`config.mk`:
```
export PLATFORM = sky130hd
export DESIGN_NAME = hgch_classify
export DESIGN_NICKNAME = d
export VERILOG_FILES = /design/src/sv/hgch_pkg.sv /design/src/sv/hgch_classify.sv
export SDC_FILE = /design/constraint.sdc
export NUM_CORES = 1
export LEC_CHECK = 0
export BUFFER_PORTS_ARGS = -buffer_cell sky130_fd_sc_hd__buf_2
export CAP_MARGIN = 5
export CORE_UTILIZATION = 55
export DETAILED_ROUTE_END_ITERATION = 12
export PLACE_DENSITY = 0.72
export SLEW_MARGIN = 40
export SYNTH_ARGS = -nofsm -noshare
export SYNTH_HDL_FRONTEND = slang
export SYNTH_SLANG_ARGS = --single-unit
```
`constraint.sdc`:
```
create_clock -name clk -period 22 [get_ports clk]
set_clock_uncertainty 0.05 [all_clocks]
set_input_delay 1.1 -clock clk [delete_from_list [all_inputs] [get_ports clk]]
set_output_delay 1.1 -clock clk [all_outputs]
set_load 0.01 [all_outputs]
```
`src/sv/hgch_pkg.sv`:
```
`timescale 1ns / 1ps

package hgch_pkg;

    // Defaults for the top-level parameters
    localparam int REGIONS_DEF    = 9;
    localparam int COUNT_BITS_DEF = 24;

    // Fixed field widths
    localparam int OP_W        = 2;
    localparam int RGB_W       = 8;
    localparam int REGION_W    = 4;
    localparam int CLASS_W     = 5;
    localparam int CLASSES     = 32;
    localparam int BIN_W       = 9;
    localparam int COUNT_OUT_W = 24;
    localparam int TOTAL_W     = 28;

    // Operation codes
    localparam logic [OP_W-1:0] OP_ACCUMULATE = 2'd0;
    localparam logic [OP_W-1:0] OP_READ_BIN   = 2'd1;
    localparam logic [OP_W-1:0] OP_READ_TOTAL = 2'd2;

endpackage

```
`src/sv/hgch_classify.sv`:
```
`timescale 1ns / 1ps

module hgch_classify
    import hgch_pkg::*;
(
    input  logic               clk,
    input  logic               en,
    input  logic [RGB_W-1:0]   red,
    input  logic [RGB_W-1:0]   green,
    input  logic [RGB_W-1:0]   blue,
    output logic [CLASS_W-1:0] color_class
);

    // V thresholds on max (0.2, 0.5, 0.8 of full scale)
    localparam logic [RGB_W-1:0] V_BLACK_MAX = 8'd51;
    localparam logic [RGB_W-1:0] V_HALF_MAX  = 8'd127;
    localparam logic [RGB_W-1:0] V_HIGH_MAX  = 8'd204;

    // Hue band edges in degrees divided by 5, against 12 * hue sector sum
    localparam int HUE_W = 15;
    localparam logic [HUE_W-1:0] H20  = 15'd4;
    localparam logic [HUE_W-1:0] H45  = 15'd9;
    localparam logic [HUE_W-1:0] H75  = 15'd15;
    localparam logic [HUE_W-1:0] H165 = 15'd33;
    localparam logic [HUE_W-1:0] H200 = 15'd40;
    localparam logic [HUE_W-1:0] H270 = 15'd54;
    localparam logic [HUE_W-1:0] H330 = 15'd66;

    localparam int X_W = 11;

    logic [RGB_W-1:0] mx;
    logic [RGB_W-1:0] mn;
    logic [RGB_W-1:0] delta;
    logic [X_W-1:0]   hx;

    logic [RGB_W-1:0] mx_reg;
    logic [RGB_W-1:0] delta_reg;
    logic [X_W-1:0]   hx_reg;

    logic [HUE_W-1:0] hx12;
    logic [HUE_W-1:0] d_ext;
    logic [11:0]      delta10;
    logic [12:0]      delta20;
    logic [12:0]      mx9;
    logic [2:0]       band;
    logic             sat_hi;
    logic             val_hi;

    // Max, min and the hue sector sum hx = H * delta / 60, always in [0, 6*delta]
    always_comb
    begin
        mx = red;
        if (green > mx)
        begin
            mx = green;
        end
        if (blue > mx)
        begin
            mx = blue;
        end
        mn = red;
        if (green < mn)
        begin
            mn = green;
        end
        if (blue < mn)
        begin
            mn = blue;
        end
        delta = mx - mn;

        if (red == mx)
        begin
            if (green >= blue)
            begin
                hx = X_W'(green - blue);
            end
            else
            begin
                hx = 11'd6 * X_W'(delta) - X_W'(blue - green);
            end
        end
        else if (green == mx)
        begin
            hx = (11'd2 * X_W'(delta) + X_W'(blue)) - X_W'(red);
        end
        else
        begin
            hx = (11'd4 * X_W'(delta) + X_W'(red)) - X_W'(green);
        end
    end

    always_ff @(posedge clk)
    begin
        if (en)
        begin
            mx_reg    <= mx;
            delta_reg <= delta;
            hx_reg    <= hx;
        end
    end

    assign hx12    = 15'd12 * HUE_W'(hx_reg);
    assign d_ext   = HUE_W'(delta_reg);
    assign delta10 = 12'd10 * 12'(delta_reg);
    assign delta20 = 13'd20 * 13'(delta_reg);
    assign mx9     = 13'd9 * 13'(mx_reg);
    assign sat_hi  = delta20 > mx9;
    assign val_hi  = mx_reg > V_HALF_MAX;

    // Bands are closed at the top edge
    always_comb
    begin
        priority if (hx12 <= H20 * d_ext || hx12 > H330 * d_ext)
        begin
            band = 3'd0;
        end
        else if (hx12 <= H45 * d_ext)
        begin
            band = 3'd1;
        end
        else if (hx12 <= H75 * d_ext)
        begin
            band = 3'd2;
        end
        else if (hx12 <= H165 * d_ext)
        begin
            band = 3'd3;
        end
        else if (hx12 <= H200 * d_ext)
        begin
            band = 3'd4;
        end
        else if (hx12 <= H270 * d_ext)
        begin
            band = 3'd5;
        end
        else
        begin
            band = 3'd6;
        end
    end

    always_comb
    begin
        priority if (mx_reg <= V_BLACK_MAX)
        begin
            color_class = 5'd0;
        end
        else if (delta10 <= 12'(mx_reg))
        begin
            if (mx_reg <= V_HALF_MAX)
            begin
                color_class = 5'd1;
            end
            else if (mx_reg <= V_HIGH_MAX)
            begin
                color_class = 5'd2;
            end
            else
            begin
                color_class = 5'd3;
            end
        end
        else
        begin
            color_class = {band + 3'd1, sat_hi, val_hi};
        end
    end

endmodule

```
==> results.md, run 1 <==
* Initial core utilization at 56.43%
* Unrepaired setup endpoints after global routing: no
* Post-cts sizing count at 0
* Most common cell after layout, fill and taps aside: ha_1
* Crit-path slowest cell: nor3_4
* Nets@finish at 1620
* Core ar. at 18830 sq um
* First-pass GRT wire length at 43610 microns
* Bufs on Longest Clock Path at 2
* Gate Count Post-Synth at around 1200
* Vias in the first global route at 8938
* TritonRoute pass-1 iters at 5
* Prevailing post-synth register cell: edfxtp_1
* Die height at 141.0 microns
* EDFF count, synth at 27
* Status: finished, final reports clean
* CP bufs+invs at 4
* Die Wd at approximately 140 microns
* Share of cells above drive strength 1 at 7.891%
* Number of synthesized register bits at 27
* I/O pins at 31
* Post-layout min period at slightly below 10 ns
* Root buf cell: clkbuf_16
* DRC at 0
* Leading area contributor after synthesis: ha_1
* Yosys cell types at 83
* Hold Fails Final Rpt at 0
* Pin count of the biggest net entering global routing at 28
* Sequential cell area at between 800 and 900 sq um
* Slew Limit Fails at 0
* Most used cell, CP: a21oi_1
* Crit end category: flop
* WL per Instance at ~17 microns
* Tot GR Track Use at 27.60%
* Area share of the largest cell type after synthesis at a little under a third
* WP data required at roughly 22 ns
* CTS H-Tree Depth at 1
* Max Cap Viol at 0
* Hold path start: en
* GRT overflow at 0
* 1st-iter DRT viols at 390
* Final setup fails at 0
* DRT antenna net count at 0
* Via/cell ratio at 5.732
* Row cnt at 50
* Critical path data arrival time at 9.76 ns
* TritonCTS Buffers at 3
* Worst Path Max Fanout at 19
* Most frequent cells in the layout: ha_1 (265), inv_1 (182), a21oi_1 (117), xnor2_1 (81), o21ai_0 (60)
* CTS clk-pin slew, worst paths at roughly 0.07 ns
* Max incr delay on CP at 0.59 ns
* Filler instances at about 1700
* Largest register FFs at 11
* Post-CTS Hold Fix Bufs at 0
* CP startpoint kind: input pin
* Area of the multi-input gates at a little over 9000 sq um
* Post-CTS setup buffers at 0
* HPWL after DPL at ~23000 microns
* Worst Hold Path EP: mx_reg[1]
* Vias at 8827
* Ant diodes at 0
* Full die area at 19880 sq um
* Worst-Margin Slew at approximately 0.81 ns
* Avg Inst Size Synth at about 8.5 sq um
* WL final at 26630 microns
* F_max at a little over 100 MHz
* Area contributors post-synth: ha_1 (31%), fa_1 (9.0%), edfxtp_1 (7.6%), xnor2_1 (6.9%), inv_1 (6.4%)
* Sequential cell area fraction in the yosys report at 7.631%
* IO Port Bufs at 30
* Area Growth Syn to Fin at 5.876%
* # clock sinks at 27
* Syn. warnings at 0
* Post-Syn Area at 10630 sq um
* Hold crit path type: input pin to flop
* Post-Syn Nets at 1586
* CTS tree: built
* Slew HR at 45.49%
* Placer Congestion at 0.9336
* Initial antenna violation count at 0
* Final Cycle Share at 44.49%
* Fraction of registers with async set or reset after synthesis at 0%
* Setup CP Type: input pin to flop
* Top Family by Delay on Critical Path: compound AO/OA/AOI/OAI gates
* Setup tns final at 0 ns
* Hold Crit Depth at 1
==> synth_stat cells, types with 4 or more instances <==
cell type	n
nand3_1	19
inv_1	182
a211oi_1	8
nand2_1	34
and3_1	6
o21ai_0	60
fa_1	48
clkbuf_1	10
xor2_1	25
nor3_1	15
mux2i_1	11
nand4_1	25
nand2b_1	24
ha_1	265
nor4_1	4
o21ai_1	4
a21oi_1	117
a21o_1	54
a31oi_1	4
o21a_1	15
edfxtp_1	27
nor2b_1	30
o211ai_1	9
o21bai_1	26
mux2_2	12
nor2_1	56
xnor2_1	84
==> layer usage <==
metal	GRT usage, %	vias up	share of wire [%]
met5	0	-	0
met4	8.924	0	2.7
met3	2.514	50	4.3
met2	49.23	215	47
met1	34.95	4093	46
li1	-	4469	-
==> metrics by stage <==
stage               instances  worst slack [ns]  hold WS (ns)  area, sq um  utilization (%)
floorplan                1247             13.37         1.163        10630                -
global placement         1535             12.24         1.641        11120            59.06
detailed placement       1536             12.01         1.649        11170            59.30
CTS                      1540             12.29         1.372        11250            59.74
global route             1540             11.65         1.392        11250            59.74
finish                   1540             12.21         1.359        11250            59.74
==> area by class of cell <==
type | count | area share, %
clock inverter | 1 | 0.06673
timing repair buffer | 41 | 2.135
multi-input combinational | 1023 | 80.84
tap | 260 | 2.892
clock buffer | 3 | 0.6673
sequential | 27 | 7.207
inverter | 185 | 6.195
==> worst max-delay path by stage <==
stage,start,to,depth (start not counted)
2_1_floorplan,red[7],hx_reg[10],40
3_3_place_gp,red[3],hx_reg[10],39
3_5_place_dp,red[3],hx_reg[10],39
4_1_cts,red[6],hx_reg[10],39
5_1_grt,red[3],hx_reg[10],39
6_report,red[3],hx_reg[10],39
==> kinds of logic (layout without fill, tap and decap cells) <==
logic type	after synthesis	in the layout	synth area share [%]
AOI/OAI and AO/OA	338	338	20.81
xor gates and xnor gates	114	114	10.02
adders and majority gates	315	315	40.45
buffers and inverters	197	230	7.066
DFF	27	27	7.631
muxes	23	23	2.308
and+or+nand+nor	233	233	11.72
Power of run 1 is left out: the tool's default activity adds up to more than one toggle a clock period on the data nets, which glitch-free logic cannot reach.
==> inputs of run 2 (changes only) <==
--- a/config.mk
+++ b/config.mk
@@ -9,7 +9,7 @@
 export CAP_MARGIN = 5
 export CORE_UTILIZATION = 55
 export DETAILED_ROUTE_END_ITERATION = 12
-export PLACE_DENSITY = 0.72
+export PLACE_DENSITY = 0.75
 export SLEW_MARGIN = 40
 export SYNTH_ARGS = -nofsm -noshare
 export SYNTH_HDL_FRONTEND = slang
==> constraint.sdc (replaced) <==
create_clock -name clk -period 8.2 [get_ports clk]
set_clock_uncertainty 0.05 [all_clocks]
set_input_delay 0.41 -clock clk [delete_from_list [all_inputs] [get_ports clk]]
set_output_delay 0.41 -clock clk [all_outputs]
set_load 0.01 [all_outputs]
==> results.md, run 2 (same netlist as run 1, synthesis figures left out) <==
* Die height at 141.0 microns (unchanged)
* Worst Path Max Fanout at 6 (was 19)
* CP startpoint kind: input pin (unchanged)
* Pin count of the biggest net entering global routing at 28 (unchanged)
* Core Util, Final at 61.28% (was 59.74%)
* Hold path start: en (unchanged)
* First-pass GRT wire length at 43750 microns (was 43610 microns)
* Share of cells above drive strength 1 at 10.58% (was 7.891%)
* WL final at 26480 microns (was 26630 microns)
* Slew Limit Fails at 0 (unchanged)
* Core ar. at 18830 sq um (unchanged)
* TritonRoute pass-1 iters at 5 (unchanged)
* Ant diodes at 0 (unchanged)
* Final WS setup at 0.4215 ns (was 12.21 ns)
* Largest register FFs at 11 (unchanged)
* GR Util met3 at 1.495% (was 2.514%)
* CTS clk-pin slew, worst paths at 0.07 ns (about the same)
* Crit-path slowest cell: fa_2 (was nor3_4)
* Setup CP Type: input pin to flop (unchanged)
* Via/cell ratio at 5.731 (was 5.732)
* Area Growth Syn to Fin at 8.597% (was 5.876%)
* Max incr delay on CP at 0.43 ns (was 0.59 ns)
* I/O pins at 31 (unchanged)
* F_max at 128.6 MHz
* Row cnt at 50 (unchanged)
* Status: finished, final reports clean (unchanged)
* GR Layer Usage met2 at 49.96% (was 49.23%)
* Hold crit path type: input pin to flop (unchanged)
* Top Family by Delay on Critical Path: compound AO/OA/AOI/OAI gates (unchanged)
* Vias at 8964 (was 8827)
* Slew HR at 47.10% (was 45.49%)
* Initial core utilization at 56.43% (unchanged)
* Sequential cell area at 810.8 sq um (unchanged)
* Pre-CTS setup slack at -0.1579 ns (was 12.01 ns)
* Worst-Margin Slew at 0.7934 ns (was 0.8118 ns)
* Tot GR Track Use at 27.38% (was 27.60%)
* Root buf cell: clkbuf_16 (unchanged)
* TritonCTS Buffers at 3 (unchanged)
* 1st-iter DRT viols at 437 (was 390)
* Nets@finish at 1644 (was 1620)
* Number of placed instances, taps included at 1557 (was 1536)
* Final setup fails at 0 (unchanged)
* Setup tns final at 0 ns (unchanged)
* Post-layout min period at 7.779 ns
* CTS tree: built (unchanged)
* # clock sinks at 27 (unchanged)
* WL per Instance at 16.93 microns (was 17.29 microns)
* DRT antenna net count at 0 (unchanged)
* Max Cap Viol at 0 (unchanged)
* CTS H-Tree Depth at 1 (unchanged)
* CP bufs+invs at 5 (was 4)
* Crit end category: flop (unchanged)
* Full die area at 19880 sq um (unchanged)
* WP data required at 8.17 ns (was 21.97 ns)
* Die Wd at 141.0 microns (unchanged)
* Fin cells at 1564 (was 1540)
* HPWL after DPL at 22270 microns (was 22710 microns)
* Vias in the first global route at 9083 (was 8938)
* GRT overflow at 0 (unchanged)
* Post-CTS Hold Fix Bufs at 0 (unchanged)
* Most common cell after layout, fill and taps aside: ha_1 (unchanged)
* Global routing's busiest layer: met2 (unchanged)
* IO Port Bufs at 30 (unchanged)
* M1 GR Usage at 34.22% (was 34.95%)
* Area of the multi-input gates at 9206 sq um (was 9094 sq um)
* Critical path data arrival time at 7.75 ns (was 9.76 ns)
* Filler instances at 1666 (was 1708)
* Initial antenna violation count at 0 (unchanged)
* DRC at 0 (unchanged)
* Hold Fails Final Rpt at 0 (unchanged)
* Final Cycle Share at roughly 95%
* Bufs on Longest Clock Path at 2 (unchanged)
* Placer Congestion at 0.9745 (was 0.9336)
* Most frequent cells in the layout: ha_1 (262), inv_1 (181), a21oi_1 (111), xnor2_1 (82), nor2_1 (56) (was ha_1 (265), inv_1 (182), a21oi_1 (117), xnor2_1 (81), o21ai_0 (60))
* Worst setup startpoint: red[5] (was red[3])
-- run 2: cell count changes in the layout (fill, tap and decap cells not counted), sizes merged --
cell and change:
buf +24
-- run 2: metrics by stage --
stage / hold slack [ns] / instance area [sq um]
6_report: 0.6653 / 11540
5_1_grt: 0.6972 / 11540
4_1_cts: 0.6728 / 11390
3_5_place_dp: 0.9421 / 11310
3_3_place_gp: 0.9492 / 11290
2_1_floorplan: 0.4725 / 10630
-- run 2: metal layers --
layer,vias to the layer above,wire length [microns]
li1,4522,-
met5,-,0
met3,55,800
met4,0,821
met1,4198,11960
met2,189,12900
-- run 2: area by class of cell --
type / count / share of cell area [%]
timing repair buffer: 65 / 3.611
clock inverter: 1 / 0.06506
inverter: 185 / 6.040
tap: 260 / 2.819
sequential: 27 / 7.027
multi-input combinational: 1023 / 79.79
clock buffer: 3 / 0.6506
-- run 2: repair_timing --
item	in CTS	in global routing
gates resized for setup	0	27
setup buffers	0	3
endpoints found under the hold margin	0	0
endpoints found under the setup margin	0	4
-- run 2: final timing paths --
path	to	slack [ns]	cells after the start
min	hx_reg[0]	0.67	1
max	hx_reg[10]	0.42	40
Power of run 2 is left out for the same reason.
==> inputs of run 3 (changes only) <==
--- a/config.mk
+++ b/config.mk
@@ -5,6 +5,7 @@
 export SDC_FILE = /design/constraint.sdc
 export NUM_CORES = 1
 export LEC_CHECK = 0
+export ABC_AREA = 1
 export BUFFER_PORTS_ARGS = -buffer_cell sky130_fd_sc_hd__buf_2
 export CAP_MARGIN = 5
 export CORE_UTILIZATION = 55
==> results.md, run 3 <==
* TritonCTS Buffers at 3 (unchanged)
* CP startpoint kind: input pin (unchanged)
* Area contributors post-synth: ha_1 (32%), fa_1 (9.3%), inv_1 (8.8%), nand2_1 (8.1%), edfxtp_1 (7.8%) (was ha_1 (31%), fa_1 (9.0%), edfxtp_1 (7.6%), xnor2_1 (6.9%), inv_1 (6.4%))
* Final Cycle Share at 89.23% (was 94.86%)
* CTS H-Tree Depth at 1 (unchanged)
* Top Family by Delay on Critical Path: adder cells (was compound AO/OA/AOI/OAI gates)
* Status: finished, final reports clean (unchanged)
* Post-layout min period at 7.317 ns (was 7.779 ns)
* Largest register FFs at 11 (unchanged)
* Tot GR Track Use at 28.36% (was 27.38%)
* Critical path data arrival time at 7.29 ns (was 7.75 ns)
* CTS clk-pin slew, worst paths at 0.08 ns (was 0.07 ns)
* TritonRoute pass-1 iters at 5 (unchanged)
* Fraction of registers with async set or reset after synthesis at 0% (unchanged)
* Slew HR at 46.02% (was 47.10%)
* Unrepaired setup endpoints after global routing: no
* Crit end category: flop (unchanged)
* Vias in the first global route at 9067 (was 9083)
* DRC at 0 (unchanged)
* Most common cell after layout, fill and taps aside: ha_1 (unchanged)
* Via/cell ratio at 5.717 (was 5.731)
* Post-CTS setup buffers at 0 (unchanged)
* IO Port Bufs at 30 (unchanged)
* Initial core utilization at 56.85% (was 56.43%)
* Full die area at 19370 sq um (was 19880 sq um)
* Top-count cell post-synth: ha_1 (unchanged)
* Setup CP Type: input pin to flop (unchanged)
* CP bufs+invs at 6 (was 5)
* Synth cell count leaders: ha_1 (265), inv_1 (244), nand2_1 (222) (was ha_1 (265), inv_1 (182), a21oi_1 (117))
* Post-CTS Hold Fix Bufs at 0 (unchanged)
* HPWL after DPL at 22820 microns (was 22270 microns)
* I/O pins at 31 (unchanged)
* Setup tns final at 0 ns (unchanged)
* Yosys cell types at 54 (was 83)
* Vias at 9410 (was 8964)
* Initial antenna violation count at 0 (unchanged)
* Hold crit path type: input pin to flop (unchanged)
* # clock sinks at 27 (unchanged)
* Pin count of the biggest net entering global routing at 28 (unchanged)
* Max Cap Viol at 0 (unchanged)
* Area share of the largest cell type after synthesis at 32.03% (was 31.21%)
* Most frequent cells in the layout: ha_1 (265), inv_1 (244), nand2_1 (222), a21oi_1 (122), nor2_1 (75) (was ha_1 (262), inv_1 (181), a21oi_1 (111), xnor2_1 (82), nor2_1 (56))
* Share of cells above drive strength 1 at 5.363% (was 10.58%)
* GRT overflow at 0 (unchanged)
* First-pass GRT wire length at 44110 microns (was 43750 microns)
* Post-Syn Nets at 1727 (was 1586)
* Bufs on Longest Clock Path at 2 (unchanged)
* Hold Fails Final Rpt at 0 (unchanged)
* Final setup fails at 0 (unchanged)
* 1st-iter DRT viols at 528 (was 437)
* Ant diodes at 0 (unchanged)
* Avg Inst Size Synth at 7.458 sq um (was 8.521 sq um)
* F_max at 136.7 MHz (was 128.6 MHz)
* Post-Syn Area at 10350 sq um (was 10630 sq um)
* Syn. warnings at 0 (unchanged)
* WL per Instance at 16.30 microns (was 16.93 microns)
* Row cnt at 49 (was 50)
* Number of synthesized register bits at 27 (unchanged)
* Root buf cell: clkbuf_16 (unchanged)
* CTS tree: built (unchanged)
* Worst Path Max Fanout at 21 (was 6)
* Worst-Margin Slew at 0.8097 ns (was 0.7934 ns)
* Die height at 139.2 microns (was 141.0 microns)
* Sequential cell area fraction in the yosys report at 7.833% (was 7.631%)
* Filler instances at 1683 (was 1666)
* Core ar. at 18210 sq um (was 18830 sq um)
* EDFF count, synth at 27 (unchanged)
* Max incr delay on CP at 0.45 ns (was 0.43 ns)
* Slew Limit Fails at 0 (unchanged)
* Leading area contributor after synthesis: ha_1 (unchanged)
* Crit-path slowest cell: fa_1 (was fa_2)
* WL final at 26830 microns (was 26480 microns)
* Gate Count Post-Synth at 1388 (was 1247)
* Prevailing post-synth register cell: edfxtp_1 (unchanged)
* DRT antenna net count at 0 (unchanged)
* Die Wd at 139.2 microns (was 141.0 microns)
* Nets@finish at 1757 (was 1644)
* WP data required at 8.17 ns (about the same)
* Area Growth Syn to Fin at 4.895% (was 8.597%)
* Placer Congestion at 0.9360 (was 0.9745)
* Post-cts sizing count at 0 (unchanged)
==> run 3: cell types whose count changed after synthesis, sizes merged, moves of 30 or more <==
cell	previous run	this run
nand2	35	235
xnor2	87	21
inv	185	248
a21o	54	6
nand3	19	65
xor2	26	71
nor2b	30	0
==> run 3: path summary, 6_finish.rpt <==
check                    from         end  slack (ns)  cells after the start
worst max-delay path   red[6]  hx_reg[10]        0.88                     39
worst min-delay path  blue[0]   hx_reg[0]        0.66                      3
==> run 3: layout make-up <==
| class | instances | area (sq um) | share of cell area (%) |
|---|---|---|---|
| Clock inverter | 1 | 5.005 | 0.04609 |
| Timing Repair Buffer | 37 | 210.2 | 1.936 |
| Inverter | 248 | 930.9 | 8.573 |
| Clock buffer | 3 | 75.07 | 0.6914 |
| Tap cell | 229 | 286.5 | 2.639 |
| Sequential cell | 27 | 810.8 | 7.467 |
| Multi-Input combinational cell | 1101 | 8539 | 78.65 |
==> run 3: kinds of logic (layout without fill, tap and decap cells) <==
family | Yosys count | in the layout | share of synthesized area [%]
simple gates | 418 | 418 | 17.54
fa+ha+maj | 313 | 313 | 41.32
compound gates | 278 | 278 | 15.79
buf+inv | 260 | 289 | 9.742
xor+xnor | 92 | 92 | 7.784
flops | 27 | 27 | 7.833
==> run 3: per-layer routing <==
layer  track usage (%)  routed length (microns)
met5                 0                        0
met4             7.895                      607
met3             2.555                     1576
met2             49.57                    12500
met1             37.19                    12150
==> run 3: worst min-delay path: cells and delay by family <==
| family | cells | cell delay, ns |
|---|---|---|
| buffers and inverters | 1 | 0.09 |
| AOI/OAI and AO/OA | 1 | 0.10 |
| adders and majority gates | 1 | 0.20 |
==> run 3: through the flow <==
step	util [%]	instances	cell area, sq um	setup slack, ns	hold WS [ns]
3_5_place_dp	59.11	1641	10760	0.7052	0.9521
6_report	59.63	1646	10860	0.8831	0.6564
4_1_cts	59.55	1645	10840	0.9585	0.6603
3_3_place_gp	59.07	1641	10760	0.8848	0.9469
2_1_floorplan	-	1388	10350	1.613	0.4725
5_1_grt	59.63	1646	10860	0.1674	0.6929
Power of run 3 is left out for the same reason.
